===== config.mk =====
export PLATFORM = sky130hd
export DESIGN_NAME = ddc_edid_i2c_slave_top
export DESIGN_NICKNAME = d
export VERILOG_FILES = /design/src/rtl/ddc_pkg.sv /design/src/rtl/ddc_step.sv /design/src/rtl/ddc_edid_i2c_slave_top.sv
export SDC_FILE = /design/constraint.sdc
export NUM_CORES = 1
export LEC_CHECK = 0
export BUFFER_PORTS_ARGS = -buffer_cell sky130_fd_sc_hd__buf_2
export CORE_MARGIN = 4
export CORE_UTILIZATION = 40
export DETAILED_ROUTE_END_ITERATION = 6
export SYNTH_ARGS = -nofsm -noshare
export SYNTH_HDL_FRONTEND = slang
export SYNTH_SLANG_ARGS = --single-unit

===== constraint.sdc =====
create_clock -name clk_i -period 2.4 [get_ports clk_i]
set_clock_uncertainty 0.1 [all_clocks]
set_input_delay 0.24 -clock clk_i [delete_from_list [all_inputs] [get_ports clk_i]]
set_output_delay 0.24 -clock clk_i [all_outputs]
set_load 0.01 [all_outputs]

===== src/rtl/ddc_pkg.sv =====
package ddc_pkg;

  localparam int unsigned AddrW = 7;
  localparam int unsigned ByteW = 8;
  localparam int unsigned CntW  = 4;

  localparam logic [AddrW-1:0] SlaveAddrRst = 7'h50;
  localparam logic [CntW-1:0]  BitsPerByte  = 4'd8;

  typedef enum logic [3:0] {
    PH_IDLE      = 4'd0,
    PH_ADDR      = 4'd1,
    PH_ADDR_ACK  = 4'd2,
    PH_OFFS      = 4'd3,
    PH_OFFS_ACK  = 4'd4,
    PH_SEND      = 4'd5,
    PH_HOST_ACK  = 4'd6,
    PH_ADDR_HOLD = 4'd7,
    PH_OFFS_HOLD = 4'd8
  } ddc_phase_e;

  typedef struct packed {
    ddc_phase_e       phase;
    logic [ByteW-1:0] shifter;
    logic [CntW-1:0]  bit_count;
    logic [ByteW-1:0] latched_addr;
    logic [ByteW-1:0] rom_ptr;
    logic             released;
    logic             prev_scl;
    logic             prev_sda;
  } ddc_state_t;

  typedef struct packed {
    logic byte_done;
    logic address_hit;
    logic start_pulse;
    logic sda_release;
  } ddc_result_t;

  // EDID block; offsets 128..255 read as zero, offset 127 is the checksum
  function automatic logic [ByteW-1:0] rom_byte(input logic [ByteW-1:0] at);
    logic [ByteW-1:0] b;
    case (at)
      8'd1, 8'd2, 8'd3, 8'd4, 8'd5, 8'd6: b = 8'hFF;
      8'd8:   b = 8'h06;
      8'd9:   b = 8'h10;
      8'd10:  b = 8'h01;
      8'd11:  b = 8'h9D;
      8'd16:  b = 8'h0A;
      8'd17:  b = 8'h0B;
      8'd18:  b = 8'h01;
      8'd19:  b = 8'h03;
      8'd20:  b = 8'h0E;
      8'd21:  b = 8'h22;
      8'd22:  b = 8'h1B;
      8'd23:  b = 8'h78;
      8'd24:  b = 8'h0D;
      8'd35:  b = 8'h21;
      8'd54:  b = 8'h31;
      8'd55:  b = 8'h40;
      8'd56:  b = 8'h80;
      8'd57:  b = 8'hE0;
      8'd59:  b = 8'h18;
      8'd60:  b = 8'h10;
      8'd61:  b = 8'h20;
      8'd127: b = 8'h2F;  // bytes 0..126 sum to 0xD1 mod 256
      default: b = 8'h00;
    endcase
    return b;
  endfunction

endpackage


===== src/rtl/ddc_step.sv =====
module ddc_step
  import ddc_pkg::*;
(
  input  ddc_state_t       state_i,
  input  logic             scl_i,
  input  logic             sda_i,
  input  logic [AddrW-1:0] slave_addr_i,
  output ddc_state_t       state_o,
  output ddc_result_t      result_o
);

  logic             sampled;
  logic [ByteW-1:0] shifted;
  logic [CntW-1:0]  cnt_inc;
  logic             rise;
  logic             fall;

  // own pull-down reads back as zero
  assign sampled = sda_i & state_i.released;
  assign shifted = {state_i.shifter[ByteW-2:0], sampled};
  assign cnt_inc = state_i.bit_count + 1'b1;
  assign rise    = scl_i & ~state_i.prev_scl;
  assign fall    = ~scl_i & state_i.prev_scl;

  always_comb begin
    state_o  = state_i;
    result_o = '0;

    if (state_i.prev_scl && scl_i && (sda_i != state_i.prev_sda)) begin
      // START or STOP
      if (!sda_i) begin
        result_o.start_pulse = 1'b1;
        state_o.phase        = PH_ADDR;
        state_o.shifter      = '0;
        state_o.bit_count    = '0;
      end else begin
        state_o.phase = PH_IDLE;
      end
      state_o.released = 1'b1;
      state_o.prev_sda = sda_i;
    end else begin
      if (rise) begin
        case (state_i.phase)
          PH_ADDR: begin
            state_o.shifter   = shifted;
            state_o.bit_count = cnt_inc;
            if (cnt_inc == BitsPerByte) begin
              state_o.latched_addr = shifted;
              state_o.bit_count    = '0;
              if (shifted[ByteW-1:1] == slave_addr_i) begin
                state_o.phase        = PH_ADDR_ACK;
                result_o.address_hit = 1'b1;
              end else begin
                state_o.phase = PH_IDLE;
              end
            end
          end
          PH_OFFS: begin
            state_o.shifter   = shifted;
            state_o.bit_count = cnt_inc;
            if (cnt_inc == BitsPerByte) begin
              state_o.rom_ptr   = shifted;
              state_o.bit_count = '0;
              state_o.phase     = PH_OFFS_ACK;
            end
          end
          PH_ADDR_HOLD: begin
            if (state_i.latched_addr[0]) begin
              state_o.phase   = PH_SEND;
              state_o.shifter = rom_byte(state_i.rom_ptr);
            end else begin
              state_o.phase   = PH_OFFS;
              state_o.shifter = '0;
            end
            state_o.bit_count = '0;
          end
          PH_OFFS_HOLD: begin
            state_o.phase     = PH_OFFS;
            state_o.bit_count = '0;
          end
          PH_SEND: begin
            state_o.bit_count = cnt_inc;
            if (cnt_inc == BitsPerByte) begin
              state_o.bit_count  = '0;
              state_o.phase      = PH_HOST_ACK;
              result_o.byte_done = 1'b1;
              state_o.rom_ptr    = state_i.rom_ptr + 1'b1;
            end
          end
          default: begin
          end
        endcase
      end else if (fall) begin
        case (state_i.phase)
          PH_ADDR_ACK: begin
            state_o.released = 1'b0;
            state_o.phase    = PH_ADDR_HOLD;
          end
          PH_OFFS_ACK: begin
            state_o.released = 1'b0;
            state_o.phase    = PH_OFFS_HOLD;
          end
          PH_SEND: begin
            state_o.released = state_i.shifter[3'd7 - state_i.bit_count[2:0]];
          end
          PH_HOST_ACK: begin
            state_o.released  = 1'b1;
            state_o.phase     = PH_SEND;
            state_o.shifter   = rom_byte(state_i.rom_ptr);
            state_o.bit_count = '0;
          end
          default: begin
            state_o.released = 1'b1;
          end
        endcase
      end
      state_o.prev_scl = scl_i;
      state_o.prev_sda = sda_i;
    end

    result_o.sda_release = state_o.released;
  end

endmodule


===== src/rtl/ddc_edid_i2c_slave_top.sv =====
// A result is registered and shows in the cycle after its sample is accepted.
// One sample per cycle unless the output stalls; the bus state and the result
// register update together; the next sample is taken while a result is taken.
// Reset: rst_ni is asynchronous, active low; the bus state goes idle with SDA
// released, the slave address returns to 0x50 and the result register empties.
module ddc_edid_i2c_slave_top
  import ddc_pkg::*;
(
  input  logic             clk_i,
  input  logic             rst_ni,
  input  logic             cfg_we_i,
  input  logic [AddrW-1:0] cfg_wdata_i,
  input  logic             s_axis_tvalid,
  output logic             s_axis_tready,
  input  logic [7:0]       s_axis_tdata,   // [0] scl_level, [1] sda_level
  output logic             m_axis_tvalid,
  input  logic             m_axis_tready,
  output logic [7:0]       m_axis_tdata    // [0] sda_release, [1] start_pulse,
                                           // [2] address_hit, [3] byte_done
);

  logic [AddrW-1:0] slave_addr_q;
  ddc_state_t       state_q, state_d;
  ddc_result_t      result_d, result_q;
  logic             out_valid_q;
  logic             accept;

  ddc_step u_step (
    .state_i     (state_q),
    .scl_i       (s_axis_tdata[0]),
    .sda_i       (s_axis_tdata[1]),
    .slave_addr_i(slave_addr_q),
    .state_o     (state_d),
    .result_o    (result_d)
  );

  // a request moves in when the result slot is empty or draining this cycle
  assign s_axis_tready = ~out_valid_q | m_axis_tready;
  assign accept        = s_axis_tvalid & s_axis_tready;

  always_ff @(posedge clk_i or negedge rst_ni) begin
    if (!rst_ni) begin
      slave_addr_q         <= SlaveAddrRst;
      state_q.phase        <= PH_IDLE;
      state_q.shifter      <= '0;
      state_q.bit_count    <= '0;
      state_q.latched_addr <= '0;
      state_q.rom_ptr      <= '0;
      state_q.released     <= 1'b1;
      state_q.prev_scl     <= 1'b1;
      state_q.prev_sda     <= 1'b1;
      out_valid_q          <= 1'b0;
    end else begin
      if (cfg_we_i) begin
        slave_addr_q <= cfg_wdata_i;
      end
      if (accept) begin
        state_q     <= state_d;
        out_valid_q <= 1'b1;
      end else if (m_axis_tready) begin
        out_valid_q <= 1'b0;
      end
    end
  end

  always_ff @(posedge clk_i) begin
    if (accept) begin
      result_q <= result_d;
    end
  end

  assign m_axis_tvalid = out_valid_q;
  assign m_axis_tdata  = {4'b0000, result_q.byte_done, result_q.address_hit,
                          result_q.start_pulse, result_q.sda_release};

endmodule


==> metrics.md, run 1 <==
| Metric | Value |
|---|---|
| Drc violations | `0` |
| Initial antenna violation count | `0` |
| Switching Fraction | `0.383` |
| Seq/Total Area, Yosys | `0.356` |
| Req. time, crit path | `2.53 ns` |
| RSZ-0062 raised after global routing | `no` |
| Post-CTS Hold Buffers | `1` |
| Max-cap violation count | `0` |
| Worst setup SP type | `flip-flop` |
| Yosys reg bits | `40` |
| Async set-or-reset flop fraction in the synthesized netlist | `0.900` |
| Detailed Route WL | `6980 µm` |
| Worst VDD drop | `between 0.4 and 0.5 mV` |
| Clock power frac | `0.192` |
| # H-tree levels | `2` |
| Final hold vios | `0` |
| Nets@finish | `372` |
| Top cells by area, synth | `dfrtp_1 (27%), mux2_2 (5.5%), ha_1 (4.8%)` |
| Hold WC Path Type | `input port to flip-flop` |
| Power Internal | `1520 µW` |
| Static leakage | `0.00134 µW` |
| Fillcell total | `~700` |
| Synth cell types | `64` |
| Average size of a mapped cell | `around 9 µm²` |
| Main synth FF type | `dfrtp_1` |
| Yosys top cell area share | `0.269` |
| Gates resized, CTS repair | `0` |
| Adder-cell share of the synthesized area | `0.0477` |
| Yosys warns | `0` |
| Largest family of logic cells by synthesized area | `compound AO/OA/AOI/OAI gates` |
| Maximum clock path buffer count | `2` |
| Cell Area, Synth | `2890 µm²` |
| Crit Path Class | `flip-flop to flip-flop` |
| Setup TNS | `0 ns` |
| Count leader, synth | `dfrtp_1` |
| Pwr/cell area | `768 nW/µm²` |
| IO Count | `30` |
| Tmin final | `2.20 ns` |
| DRT antenna net count | `0` |
| Diode count | `0` |
| Synth Area in Compound Gates | `0.207` |
| Largest net degree at the start of global routing | `37` |
| Status | `finished clean` |
| Fmax | `about 450 MHz` |
| Total number of vias | `2,508` |
| Die height | `93.0 µm` |
| Layout area overhead | `10.9%` |
| Avg WL per Cell | `15.9 µm` |
| Synth Instances | `320` |
| Die area | `8640 µm²` |
| Worst Setup End Kind | `flip-flop` |
| Crit Path Max Fanout | `5` |
| Post-synth EDFFs | `4` |
| GRT overflow | `0` |
| Cell Rows | `30` |
| Vias in the first global route | `roughly 2,300` |
| Combinational power share | `0.390` |
| Post-synth top cells | `dfrtp_1 (31), nand2_1 (26), nor2_1 (23), a21oi_1 (22), o21ai_0 (18)` |
| Aggregate global-route resource usage | `0.170` |
| Clock transition at path regs | `approximately 0.08 ns` |
| Hpwl dp | `5240 µm` |
| Cell taking the most area after synthesis | `dfrtp_1` |
| Root Buffer | `clkbuf_8` |
| Initial DRC count | `188` |
| Hold WS | `0.0717 ns` |
| Starting Density | `0.418` |
| Clk sink count | `40` |
| DR vias/cell | `5.73` |
| Worst Path Arrival | `2.33 ns` |
| Final setup violation count | `0` |
| Simple logic cell fraction of the synthesized area | `0.201` |
| Period Utilization, post-route | `0.918` |
| Worst slew pin tran | `around 0.86 ns` |
| CTS Buf Count | `5` |
| DRT Pass-1 Iters | `5` |
| Core Area | `6910 µm²` |
| First-pass GRT wire length | `about 12,000 µm` |
| Mux share of post-synthesis cell area | `0.0936` |
| Die W | `93.0 µm` |
| Psw | `around 940 µW` |
| RD Place Congestion | `between 0.8 and 0.9` |
| Clock Latency Late Sink | `0.29 ns` |
| Worst rel slew slack | `0.418` |
| Layout cells sized above 1 | `0.205` |
| Post-synthesis xor/xnor area fraction | `0.0303` |
| TritonCTS clock tree | `built` |
| Final Slew Violations | `0` |
| Post-CTS Setup Inserts | `0` |
| Port Buffers | `19` |
| Sequential power share | `0.417` |
logic make-up (layout without fill, tap and decap cells):
family	count (synthesis)	count (layout)
AOI/OAI and AO/OA	87	87
xor gates and xnor gates	10	10
adders and majority gates	11	11
buffers and inverters	37	56
DFF	40	40
muxes	24	24
other	1	4
and+or+nand+nor	110	110
layout make-up:
type	instances	area (µm²)	share of cell area
repair buffers	37	233	0.0727
well taps	96	120	0.0375
flip-flops and latches	40	1030	0.321
clock buffers	7	86.3	0.0270
multi-input cells	246	1690	0.527
clock inverters	1	7.51	0.00234
inverters	11	41.3	0.0129
power groups by stage:
| stage | clock (µW) | combinational [µW] | sequential, µW |
|---|---|---|---|
| 2_1_floorplan | 0 | 769 | 950 |
| 3_3_place_gp | 0 | 944 | 1040 |
| 4_1_cts | 487 | 963 | 1020 |
| 5_1_grt | 516 | 1070 | 1060 |
| 3_5_place_dp | 0 | 960 | 1040 |
| 6_report | 473 | 960 | 1030 |
per-stage QoR:
stage	std cells	setup WS, ns	power [µW]	util	cell area (µm²)
CTS	438	0.229	2470	0.464	3200
detailed placement	429	0.236	2000	0.449	3100
global placement	429	0.234	1980	0.449	3100
floorplan	323	0.424	1720	-	2900
finish	438	0.197	2460	0.464	3200
global route	438	0.0338	2640	0.464	3200
critical path, cell delays in order, from the launching register on:
cell and delay [ns]:
dfrtp_1 0.44, ha_1 0.27, ha_1 0.21, nand4_1 0.10, nand2_1 0.10, nand4_1 0.16
a2111oi_0 0.57, a221o_1 0.19
worst paths after layout:
kind | start | endpoint | slack (ns) | cells after the start
min in group asynchronous | rst_ni | state_q[28]$_DFFE_PN0P_ | 0.48 | 2
min | cfg_wdata_i[0] | slave_addr_q[0]$_DFFE_PN0P_ | 0.07 | 2
max reg2reg | state_q[3]$_DFFE_PN0P_ | state_q[26]$_DFFE_PN0P_ | 0.20 | 7
max | state_q[3]$_DFFE_PN0P_ | state_q[26]$_DFFE_PN0P_ | 0.20 | 7
max in group asynchronous | rst_ni | state_q[19]$_DFFE_PN0P_ | 1.20 | 2
min reg2reg | state_q[10]$_DFFE_PN0P_ | state_q[10]$_DFFE_PN0P_ | 0.43 | 1
flip-flops by register name (all words and copies together) (netlist names):
name and flops:
state_q 28, slave_addr_q 7, m_axis_tdata 4, m_axis_tvalid 1
placed cells by master (no fill, tap or decap), types with 5 or more instances in the layout:
cell type	netlist	layout
buf_2	6	19
nor2b_1	7	7
o22a_1	6	6
ha_1	11	11
a22oi_1	6	6
xnor2_1	5	5
dfrtp_1	31	31
xor2_1	5	5
dfstp_2	5	5
o21ai_0	18	18
a21oi_1	22	22
nand2_1	26	26
nor2_1	23	23
buf_4	6	17
inv_1	11	11
nor3_1	6	6
clkbuf_8	0	6
mux2i_1	9	9
nand3_1	9	9
mux2_2	14	14
a31oi_1	6	6
nand4_1	9	9
per-layer routing:
| layer | up-vias | global-route usage | routed length, µm |
|---|---|---|---|
| met1 | 1212 | 0.258 | 3480 |
| met2 | 73 | 0.254 | 3080 |
| met4 | 0 | 0.0366 | 79 |
| li1 | 1216 | - | - |
| met3 | 7 | 0.0284 | 342 |
| met5 | - | 0 | 0 |
Power figures use the tool's default switching activity.
==> inputs of run 2 (changes only) <==
CAP_MARGIN = 20   (was default)
CORE_UTILIZATION = 45   (was 40)
==> metrics.md, run 2 (synthesis gave the netlist of run 1 again) <==
| Metric | Value |
|---|---|
| Status | `finished clean` |
| Post-CTS Setup Inserts | `0` |
| Final hold vios | `0` |
| Root Buffer | `clkbuf_8` |
| Layout area overhead | `9.97%` |
| Static leakage | `~0.0013 µW` |
| Reg2Reg Setup Slack | `~0.18 ns` |
| # H-tree levels | `2` |
| Core Area | `6060 µm²` |
| Top reg by flops | `state_q` |
| Drc violations | `0` |
| Aggregate global-route resource usage | `0.187` |
| Worst rel slew slack | `0.466` |
| Fmax | `450 MHz` |
| Worst path cell trace | `and2b_1 > o2111ai_1 > or3_1 > or3_1 > o21ai_0` |
| Vias in the first global route | `2,381` |
| Diode count | `0` |
| Hold_sp | `cfg_wdata_i[5]` |
| Clk sink count | `40` |
| Gates resized, CTS repair | `0` |
| DR vias/cell | `5.95` |
| Clock transition at path regs | `0.08 ns` |
| Largest net degree at the start of global routing | `37` |
| CTS Buf Count | `5` |
| Die height | `88.1 µm` |
| Final setup violation count | `0` |
| Worst VDD drop | `0.390 mV` |
| Slowest Stage Delay on Critical Path | `0.51 ns` |
| WHS Path Cells | `2` |
| Starting Density | `0.476` |
| Worst Path Arrival | `2.33 ns` |
| Avg WL per Cell | `16.0 µm` |
| Crit Path Max Fanout | `12` |
| Pwr/cell area | `771 nW/µm²` |
| Req. time, crit path | `~2.5 ns` |
| Hpwl dp | `a little over 5000 µm` |
| Worst R2R End | `state_q[3]$_DFFE_PN0P_` |
| Final Slew Violations | `0` |
| IO Count | `30` |
| Most frequent cells in the layout | `dfrtp_1 (31), nand2_1 (26), nor2_1 (23), a21oi_1 (22), buf_2 (19)` |
| Detailed Route WL | `about 6700 µm` |
| Worst slew pin tran | `0.801 ns` |
| Max reg flops | `28` |
| Port Buffers | `19` |
| Initial antenna violation count | `0` |
| Fillcell total | `just under 600` |
| Hold WC Path Type | `input port to flip-flop` |
| Dpl cells | `409` |
| Maximum clock path buffer count | `2` |
| R2R depth | `5` |
| DRT antenna net count | `0` |
| Nets@finish | `373` |
| RSZ-0062 raised after global routing | `no` |
| Clock Latency Late Sink | `between 0.2 and 0.3 ns` |
| RD Place Congestion | `0.894` |
| Worst setup SP type | `flip-flop` |
| Die area | `between 7000 and 8000 µm²` |
| Setup TNS | `0 ns` |
| Cell Rows | `28` |
| Hold EP | `slave_addr_q[5]$_DFFE_PN0P_` |
| First-pass GRT wire length | `11,600 µm` |
| DRT Pass-1 Iters | `5` |
| Buf+Inv Stages, Crit Path | `0` |
| Crit Path Class | `flip-flop to flip-flop` |
| Most used cell, CP | `or3_1` |
| Commonest non-fill, non-tap cell in the layout | `dfrtp_1` |
| Worst Setup End Kind | `flip-flop` |
| Period Utilization, post-route | `0.926` |
| CP max-delay cell | `or3_1` |
| CP top delay family | `simple AND/OR/NAND/NOR gates` |
| Tot Pwr | `2450 µW` |
| Tmin final | `~2.2 ns` |
| GRT overflow | `0` |
| Die W | `88.1 µm` |
| Worst r2r src | `state_q[34]$_DFFE_PN0P_` |
| Layout cells sized above 1 | `0.207` |
| Max-cap violation count | `0` |
| Post-CTS Hold Buffers | `1` |
| Total number of vias | `2,488` |
| TritonCTS clock tree | `built` |
| Non-filler cells, final | `418` |
| Initial DRC count | `136` |
## run 2: changes by cell type in the layout (fill, tap and decap cells not counted)
cell      before  now
buf_4         17   18
clkbuf_8       6    5
clkinv_2       0    1
## run 2: through the flow
stage          hold slack (ns)  cell area [µm²]  utilization  setup slack (ns)
6_report                0.0758             3180        0.524             0.178
5_1_grt                 0.0737             3180        0.524            0.0738
4_1_cts                 0.0728             3180        0.524             0.196
3_5_place_dp             0.288             3080        0.508             0.222
3_3_place_gp             0.275             3080        0.508             0.226
2_1_floorplan           -0.156             2900            -             0.424
## run 2: area by class of cell
| class | instances | area, µm² | area share |
|---|---|---|---|
| Multi-Input combinational cell | 246 | 1690 | 0.532 |
| Sequential cell | 40 | 1030 | 0.323 |
| Timing Repair Buffer | 38 | 240 | 0.0756 |
| Tap cell | 75 | 93.8 | 0.0296 |
| Clock buffer | 6 | 72.6 | 0.0229 |
| Inverter | 11 | 41.3 | 0.0130 |
| Clock inverter | 2 | 12.5 | 0.00394 |
## run 2: how the worst max path moves through the flow
stage	from	endpoint	slack, ns	depth (start not counted)
after global routing	state_q[3]$_DFFE_PN0P_	state_q[26]$_DFFE_PN0P_	0.07	7
after detailed placement	state_q[34]$_DFFE_PN0P_	state_q[3]$_DFFE_PN0P_	0.22	5
after global placement	state_q[34]$_DFFE_PN0P_	state_q[3]$_DFFE_PN0P_	0.23	5
after CTS	state_q[34]$_DFFE_PN0P_	state_q[3]$_DFFE_PN0P_	0.20	5
after floorplan	state_q[1]$_DFFE_PN1P_	state_q[31]$_DFFE_PN0P_	0.42	5
final	state_q[34]$_DFFE_PN0P_	state_q[3]$_DFFE_PN0P_	0.18	5
## run 2: per-layer routing
| layer | global-route usage | wire (µm) |
|---|---|---|
| met2 | 0.295 | 3030 |
| met3 | 0.0254 | 366 |
| met1 | 0.277 | 3270 |
| met5 | 0 | 0 |
| met4 | 0.0357 | 35 |
## run 2: worst reg2reg max path, stage by stage (launching register included)
cell       delay (ns)
dfrtp_1          0.49
and2b_1          0.39
o2111ai_1        0.18
or3_1            0.51
or3_1            0.39
o21ai_0          0.08
## run 2: power breakdown
| part | internal, µW | leakage, µW | switching, µW | total (µW) |
|---|---|---|---|---|
| clock network | 204 | 0.0000412 | 247 | 451 |
| registers | 831 | 0.000487 | 188 | 1020 |
| logic | 457 | 0.000812 | 523 | 979 |
==> inputs of run 3 (changes only) <==
CORE_UTILIZATION = 50   (was 45)
HOLD_SLACK_MARGIN = 0.1   (was default)
PLACE_DENSITY = 0.69   (was default)
==> metrics.md, run 3 (synthesis gave the netlist of run 1 again) <==
| Metric | Value |
|---|---|
| Status | `finished clean` |
| Starting Density | `0.521` |
| Req. time, crit path | `2.53 ns` |
| Die height | `roughly 84 µm` |
| Multi-input gate area | `approximately 1700 µm²` |
| IO Count | `30` |
| Register area | `between 1000 and 1500 µm²` |
| Reg2Reg Setup Slack | `around 0.24 ns` |
| Final setup violation count | `0` |
| Crit path to | `state_q[2]$_DFFE_PN1P_` |
| Die W | `about 84 µm` |
| Avg WL per Cell | `approximately 16 µm` |
| DRT Pass-1 Iters | `5` |
| Setup TNS | `0 ns` |
| Initial antenna violation count | `0` |
| Drc violations | `0` |
| Design area | `approximately 3300 µm²` |
| GRT overflow | `0` |
| Top reg by flops | `state_q` |
| Worst R2R End | `state_q[2]$_DFFE_PN1P_` |
| Aggregate global-route resource usage | `0.195` |
| Tmin final | `about 2.2 ns` |
| Largest net degree at the start of global routing | `37` |
| Maximum clock path buffer count | `2` |
| Clock transition at path regs | `0.08 ns` |
| Worst Setup End Kind | `flip-flop` |
| RD Place Congestion | `0.923` |
| Initial DRC count | `227` |
| Worst rel slew slack | `0.459` |
| Vias in the first global route | `2,336` |
| Worst VDD drop | `0.354 mV` |
| Max reg flops | `28` |
| DR vias/cell | `6.00` |
| Static leakage | `0.00140 µW` |
| Worst Path Arrival | `between 2 and 2.5 ns` |
| Layout cells sized above 1 | `0.201` |
| Commonest non-fill, non-tap cell in the layout | `dfrtp_1` |
| Root Buffer | `clkbuf_8` |
| Crit Path Class | `flip-flop to flip-flop` |
| Layout area overhead | `14.5%` |
| Detailed Route WL | `6650 µm` |
| DRT antenna net count | `0` |
| Hold WS | `about 0.19 ns` |
| Worst slew pin tran | `0.798 ns` |
| Final hold vios | `0` |
| Most frequent cells in the layout | `dfrtp_1 (31), nand2_1 (26), nor2_1 (23), a21oi_1 (22), buf_2 (19)` |
| Worst setup SP type | `flip-flop` |
| Cell Rows | `27` |
| RSZ-0062 raised after global routing | `no` |
| Max-cap violation count | `0` |
| Clk sink count | `40` |
| Total number of vias | `2,526` |
| Core Area | `5540 µm²` |
| Clock Latency Late Sink | `0.30 ns` |
| Placed Area | `3060 µm²` |
| First-pass GRT wire length | `~11,000 µm` |
| TritonCTS clock tree | `built` |
| Port Buffers | `19` |
| Beginning of the critical path | `state_q[32]$_DFFE_PN0P_` |
| Die area | `7060 µm²` |
| Nets@finish | `379` |
| Hpwl dp | `4810 µm` |
| Final Slew Violations | `0` |
| Worst r2r src | `state_q[32]$_DFFE_PN0P_` |
| Period Utilization, post-route | `0.900` |
| # H-tree levels | `2` |
| R2R depth | `5` |
| Hold WC Path Type | `input port to flip-flop` |
| Fillcell total | `approximately 500` |
| CTS Buf Count | `5` |
| Crit Path Max Fanout | `15` |
| Pwr/cell area | `820 nW/µm²` |
| Fmax | `roughly 460 MHz` |
| Diode count | `0` |
-- run 3: cell count changes in the layout (fill, tap and decap cells not counted) --
| cell | delta |
|---|---|
| dlygate4sd3_1 | +8 |
| buf_4 | -2 |
| bufinv_16 | +2 |
| clkbuf_1 | -1 |
| clkbuf_16 | +1 |
| clkinv_2 | -1 |
| clkinvlp_4 | -1 |
-- run 3: how the worst min path moves through the flow --
stage	startpoint	endpoint	slack [ns]	depth (start not counted)
6_report	m_axis_tready	m_axis_tvalid$_DFFE_PN0P_	0.19	4
5_1_grt	s_axis_tdata[1]	state_q[0]$_DFFE_PN1P_	0.22	2
4_1_cts	m_axis_tready	m_axis_tvalid$_DFFE_PN0P_	0.19	4
3_5_place_dp	rst_ni	slave_addr_q[3]$_DFFE_PN0P_	0.27	1
3_3_place_gp	rst_ni	slave_addr_q[3]$_DFFE_PN0P_	0.27	1
2_1_floorplan	rst_ni	m_axis_tvalid$_DFFE_PN0P_	-0.16	0
-- run 3: report_power, final --
group	switching, µW	leakage [µW]	internal (µW)	total, µW
Clock	245	0.0000765	478	723
Combinational	540	0.000836	451	992
Sequential	165	0.000487	831	996
-- run 3: per-layer routing --
metal,vias to the layer above,global-route usage,part of all wire
met5,-,0,0
met3,8,0.0355,0.054
li1,1229,-,-
met2,82,0.319,0.47
met1,1207,0.266,0.46
met4,0,0.0541,0.013
-- run 3: layout make-up --
type | instances | area share
flip-flops and latches | 40 | 0.311
repair buffers | 44 | 0.0924
clock inverters | 2 | 0.0182
well taps | 72 | 0.0273
clock buffers | 6 | 0.0284
inverters | 11 | 0.0125
multi-input cells | 246 | 0.511
-- run 3: metrics by stage --
stage	cells	utilization	total power, µW	setup slack (ns)
floorplan	323	-	1720	0.424
global placement	404	0.553	1960	0.312
detailed placement	404	0.553	1980	0.284
CTS	421	0.597	2720	0.262
global route	421	0.597	2900	0.0664
finish	421	0.597	2710	0.239
-- run 3: critical path: stages (launching register included) --
cell	delay [ns]
dfrtp_1	0.38
buf_4	0.17
nor3b_1	0.33
and2_1	0.54
a21oi_1	0.21
o32a_1	0.37
-- run 3: repair_timing --
action                     4_1_cts  5_1_grt
hold endpoints to repair        39        0
setup endpoints to repair        0        0
setup buffers                    0        0
gates resized for setup          0        0
hold buffers                     9        0
